===== config.mk =====
export PLATFORM = sky130hd
export DESIGN_NAME = drh_cell
export DESIGN_NICKNAME = d
export VERILOG_FILES = /design/src/hw/rtl/drh_pkg.sv /design/src/hw/rtl/drh_cell.sv
export SDC_FILE = /design/constraint.sdc
export NUM_CORES = 1
export LEC_CHECK = 0
export BUFFER_PORTS_ARGS = -buffer_cell sky130_fd_sc_hd__buf_2
export CAP_MARGIN = 30
export CELL_PAD_IN_SITES_DETAIL_PLACEMENT = 0
export CELL_PAD_IN_SITES_GLOBAL_PLACEMENT = 1
export CORE_AREA = 4 4 246 248
export DETAILED_ROUTE_END_ITERATION = 10
export DIE_AREA = 0 0 250 252
export PLACE_DENSITY_LB_ADDON = 0.1
export REMOVE_ABC_BUFFERS = 1
export SLEW_MARGIN = 20
export SYNTH_ARGS = -nofsm -noshare
export SYNTH_HDL_FRONTEND = slang
export SYNTH_SLANG_ARGS = --single-unit

===== constraint.sdc =====
create_clock -name clk_i -period 13.4 [get_ports clk_i]
set_input_delay 2.68 -clock clk_i [delete_from_list [all_inputs] [get_ports clk_i]]
set_output_delay 2.68 -clock clk_i [all_outputs]
set_load 0.05 [all_outputs]

===== src/hw/rtl/drh_pkg.sv =====
package drh_pkg;

  localparam int unsigned IdW    = 8;
  localparam int unsigned OrdW   = 32;
  localparam int unsigned RevW   = 32;
  localparam int unsigned TriesW = 16;
  localparam int unsigned AmtW   = 32;
  localparam int unsigned CountW = 9;

  typedef enum logic [1:0] {
    ACT_ADVANCE = 2'd0,
    ACT_QUEUE   = 2'd1,
    ACT_CANCEL  = 2'd2,
    ACT_POP     = 2'd3
  } action_e;

  typedef enum logic [2:0] {
    S_IDLE,
    S_FIND,
    S_SHIFT,
    S_INSERT,
    S_DONE
  } state_e;

  // request payload carried along with each key
  typedef struct packed {
    logic [IdW-1:0]    id;
    logic [RevW-1:0]   rev;
    logic [TriesW-1:0] tries;
  } pay_t;

  // one-cycle commands broadcast to every cell
  typedef struct packed {
    logic ins;
    logic rm;
  } ctl_t;

endpackage


===== src/hw/rtl/drh_cell.sv =====
module drh_cell #(
  parameter int unsigned TimeBits = 48
) (
  input  logic                        clk_i,
  input  logic                        rst_ni,
  input  drh_pkg::ctl_t               ctl_i,
  input  logic [TimeBits-1:0]         new_due_i,
  input  logic [drh_pkg::OrdW-1:0]    new_ord_i,
  input  drh_pkg::pay_t               new_pay_i,
  input  logic [TimeBits-1:0]         rm_due_i,
  input  logic [drh_pkg::OrdW-1:0]    rm_ord_i,
  input  logic                        left_valid_i,
  input  logic [TimeBits-1:0]         left_due_i,
  input  logic [drh_pkg::OrdW-1:0]    left_ord_i,
  input  drh_pkg::pay_t               left_pay_i,
  input  logic                        left_lt_i,
  input  logic                        right_valid_i,
  input  logic [TimeBits-1:0]         right_due_i,
  input  logic [drh_pkg::OrdW-1:0]    right_ord_i,
  input  drh_pkg::pay_t               right_pay_i,
  output logic                        valid_o,
  output logic [TimeBits-1:0]         due_o,
  output logic [drh_pkg::OrdW-1:0]    ord_o,
  output drh_pkg::pay_t               pay_o,
  output logic                        lt_o
);

  logic                     valid_q, valid_d;
  logic [TimeBits-1:0]      due_q, due_d;
  logic [drh_pkg::OrdW-1:0] ord_q, ord_d;
  drh_pkg::pay_t            pay_q, pay_d;
  logic                     lt, ge;

  // new key sorts ahead of this cell (an empty cell counts as later)
  assign lt = !valid_q || (new_due_i < due_q) || ((new_due_i == due_q) && (new_ord_i < ord_q));
  // this cell is at or behind the removed entry
  assign ge = valid_q && !((due_q < rm_due_i) || ((due_q == rm_due_i) && (ord_q < rm_ord_i)));

  always_comb begin
    valid_d = valid_q;
    due_d   = due_q;
    ord_d   = ord_q;
    pay_d   = pay_q;
    if (ctl_i.ins && lt) begin
      if (left_lt_i) begin
        valid_d = left_valid_i;
        due_d   = left_due_i;
        ord_d   = left_ord_i;
        pay_d   = left_pay_i;
      end else begin
        valid_d = 1'b1;
        due_d   = new_due_i;
        ord_d   = new_ord_i;
        pay_d   = new_pay_i;
      end
    end else if (ctl_i.rm && ge) begin
      valid_d = right_valid_i;
      due_d   = right_due_i;
      ord_d   = right_ord_i;
      pay_d   = right_pay_i;
    end
  end

  always_ff @(posedge clk_i or negedge rst_ni) begin
    if (!rst_ni) begin
      valid_q <= 1'b0;
    end else begin
      valid_q <= valid_d;
    end
  end

  always_ff @(posedge clk_i) begin
    due_q <= due_d;
    ord_q <= ord_d;
    pay_q <= pay_d;
  end

  assign valid_o = valid_q;
  assign due_o   = due_q;
  assign ord_o   = ord_q;
  assign pay_o   = pay_q;
  assign lt_o    = lt;

endmodule


==> summary.md <==
| Metric | Value |
|---|---|
| Global Route Usage Sum | 0.159 |
| Post-Layout Cell Count | 2437 |
| Hpwl dp | 43600 µm |
| Design area | 0.0164 mm² |
| CP Class | in -> out |
| I/O Buffers | 632 |
| Die X | 250 µm |
| Pwr/cell area | 145 mW/mm² |
| Most frequent cell after synthesis | inv_1 |
| CTS H-tree lvls | 4 |
| Status | finished, final reports clean |
| R2R Path Start | ord_o[1]$_DFFE_PP_ |
| Chip height | 252 µm |
| Cells on worst reg2reg path | 11 |
| Min-delay src | valid_o$_DFFE_PN0P_ |
| Initial antenna violation count | 31 |
| CP endpoint kind | output port |
| Vias per inst | 4.13 |
| Vias after detailed routing | 10100 |
| Clock latency on the worst-skew pair | 0.49 ns |
| Hold path depth | 2 |
| Final Hold Fails | 0 |
| Fin crit period | 7.90 ns |
| Layout cells sized above 1 | 0.565 |
| Leak | 8.17 nW |
| Syn Std Cell Area | 0.0119 mm² |
| RSZ-0062 raised after global routing | no |
| Post-cts resize count | 0 |
| Maxcap violations | 0 |
| Avg Inst Size Synth | 11.8 µm² |
| Largest net degree at the start of global routing | 82 |
| Met3 usage | 0.0681 |
| Met1 usage | 0.171 |
| Max-slew violations | 0 |
| Clock slew at reported path FFs | 0.07 ns |
| Pre-CTS setup slack | 5.40 ns |
| Crit path required time | 10.72 ns |
| DRC | 0 |
| Unique masters post-synth | 47 |
| Core Area | 0.0585 mm² |
| Fillers | 6361 |
| Most Used Layer, Global Route | met2 |
| Worst slew margin | 0.312 |
| R2R setup slack | 7.94 ns |
| Fin crit share | 0.590 |
| Footprint of the multi-input gates | 0.00685 mm² |
| TritonCTS Buffers | 17 |
| Met2 Track Usage GR | 0.289 |
| Synth cell count leaders | inv_1, ha_1, mux2_2, edfxtp_1, mux2_4 |
| Setup Viol. Count Final | 0 |
| CTS tree | yes |
| Area growth syn-to-layout | 38.0% |
| Post-CTS setup buffers | 0 |
| Clock skew | 0.0207 ns |
| Total clock sinks | 137 |
| FF-to-FF End | due_o[41]$_DFFE_PP_ |
| Ys flop type | edfxtp_1 |
| Drt total wl | 51100 µm |
| Critical Path Fanout Max | 2 |
| Setup TNS | 0 ns |
| Antenna viol nets, final | 0 |
| Initial Util | 0.203 |
| Rows | 89 |
| FMAX | 127 MHz |
| Yosys warns | 0 |
| Wirelength per Cell | 21.0 µm |
| Top cell type's share of synthesized area | 0.344 |
| Hold buffers post-CTS | 0 |
| Synth top area cells | edfxtp_1, ha_1, mux2_2 |
| Hold worst-path end | valid_o$_DFFE_PN0P_ |
| Routability Congestion | 0.784 |
| Final nets | 2290 |
| Placed cell area | 0.0158 mm² |
| Post-synth EDFFs | 136 |
| Seq. cell area | 0.00411 mm² |
| Total placed cells including tap cells | 2391 |
| #FFs+latches synth | 137 |
| Peak VDD IR | 0.000103 V |
| Total Power | 2.37 mW |
| CTS root buf | clkbuf_16 |
| Tightest Hold Check Type | reg -> reg |
| Hold Slack | 0.571 ns |
| Cell taking the most area after synthesis | edfxtp_1 |
| Sequential area share after synthesis | 0.346 |
| Vias in the first global route | 11000 |
| Worst endpoint data arrival time | 5.22 ns |
| Iteration-0 DRC Markers | 310 |
| Worst-margin pin slew | 1.01 ns |
| 1st-pass router iterations | 4 |
| Worst setup margin | 5.50 ns |
| Die area | 0.0630 mm² |
| CP Launch Type | input port |
| Layout Utilization | 0.280 |
| Global-route wire length before repair | 73000 µm |
| Asr flop ratio synth | 0.00730 |
| Synth Instances | 1009 |
| Remaining Overflow, GRT | 0 |
| I/O Pins | 633 |
| Clock Tree Buf Depth | 2 |
metal layers:
layer | vias to the layer above | part of all wire
li1 | 4995 | -
met5 | - | 0.0034
met4 | 26 | 0.0094
met1 | 4647 | 0.38
met2 | 355 | 0.52
met3 | 52 | 0.088
how the worst max path moves through the flow:
stage                  startpoint                 end  slack (ns)  cells past startpoint
floorplan            rm_ord_i[14]  due_o[0]$_DFFE_PP_        1.73                     10
global placement     new_ord_i[1]                lt_o        5.48                      9
detailed placement   new_ord_i[1]  pay_o[5]$_DFFE_PP_        5.40                     11
CTS                  new_ord_i[1]                lt_o        5.39                      9
global route        new_due_i[35]                lt_o        5.24                     10
finish               new_ord_i[1]                lt_o        5.50                      9
state kept, by name, summed over array words and instances, names as in the netlist:
| register | count |
|---|---|
| due_o | 48 |
| valid_o | 1 |
| ord_o | 32 |
| pay_o | 56 |
kinds of logic after synthesis:
group           share of synthesized area
flops                               0.346
fa+ha+maj                           0.166
simple gates                       0.0534
buf+inv                            0.0789
compound gates                     0.0661
mux                                 0.289
worst max-delay path, stage by stage:
cell,delay [ns]
buf_2,0.11
ha_1,0.27
a2111oi_0,0.86
nand4bb_1,0.25
o211ai_1,0.16
a2111oi_2,0.39
a211oi_2,0.13
inv_1,0.08
buf_2,0.28
report_power, final:
group,switching (mW),total [mW],internal (mW)
logic,0.766,1.16,0.391
registers,0.0722,0.698,0.626
clock network,0.226,0.518,0.292
total,1.06,2.37,1.31
layout by cell type (no fill, tap or decap), drive strengths merged, types with 3 or more instances in the layout:
| master | netlist | routed |
|---|---|---|
| a2111oi | 5 | 5 |
| a211oi | 9 | 9 |
| a21o | 14 | 14 |
| a21oi | 54 | 54 |
| a221oi | 5 | 5 |
| and4 | 7 | 7 |
| buf | 15 | 639 |
| bufinv | 0 | 3 |
| clkbuf | 15 | 17 |
| clkinv | 0 | 4 |
| diode | 0 | 16 |
| edfxtp | 136 | 136 |
| ha | 158 | 158 |
| inv | 165 | 169 |
| mux2 | 271 | 271 |
| nand2 | 38 | 38 |
| nand3 | 13 | 13 |
| nand4 | 23 | 23 |
| nor2 | 16 | 16 |
| nor2b | 6 | 6 |
| nor3 | 8 | 8 |
| o21ai | 24 | 24 |
| o21bai | 3 | 3 |
final cells by class:
cell class                 count  area share
inverter                     165      0.0378
multi-input combinational    677       0.417
timing repair buffer         639       0.196
tap                          773      0.0590
clock inverter                13      0.0104
sequential                   137       0.251
antenna                       16     0.00244
clock buffer                  17      0.0259
(Power assumes the default switching activity.)
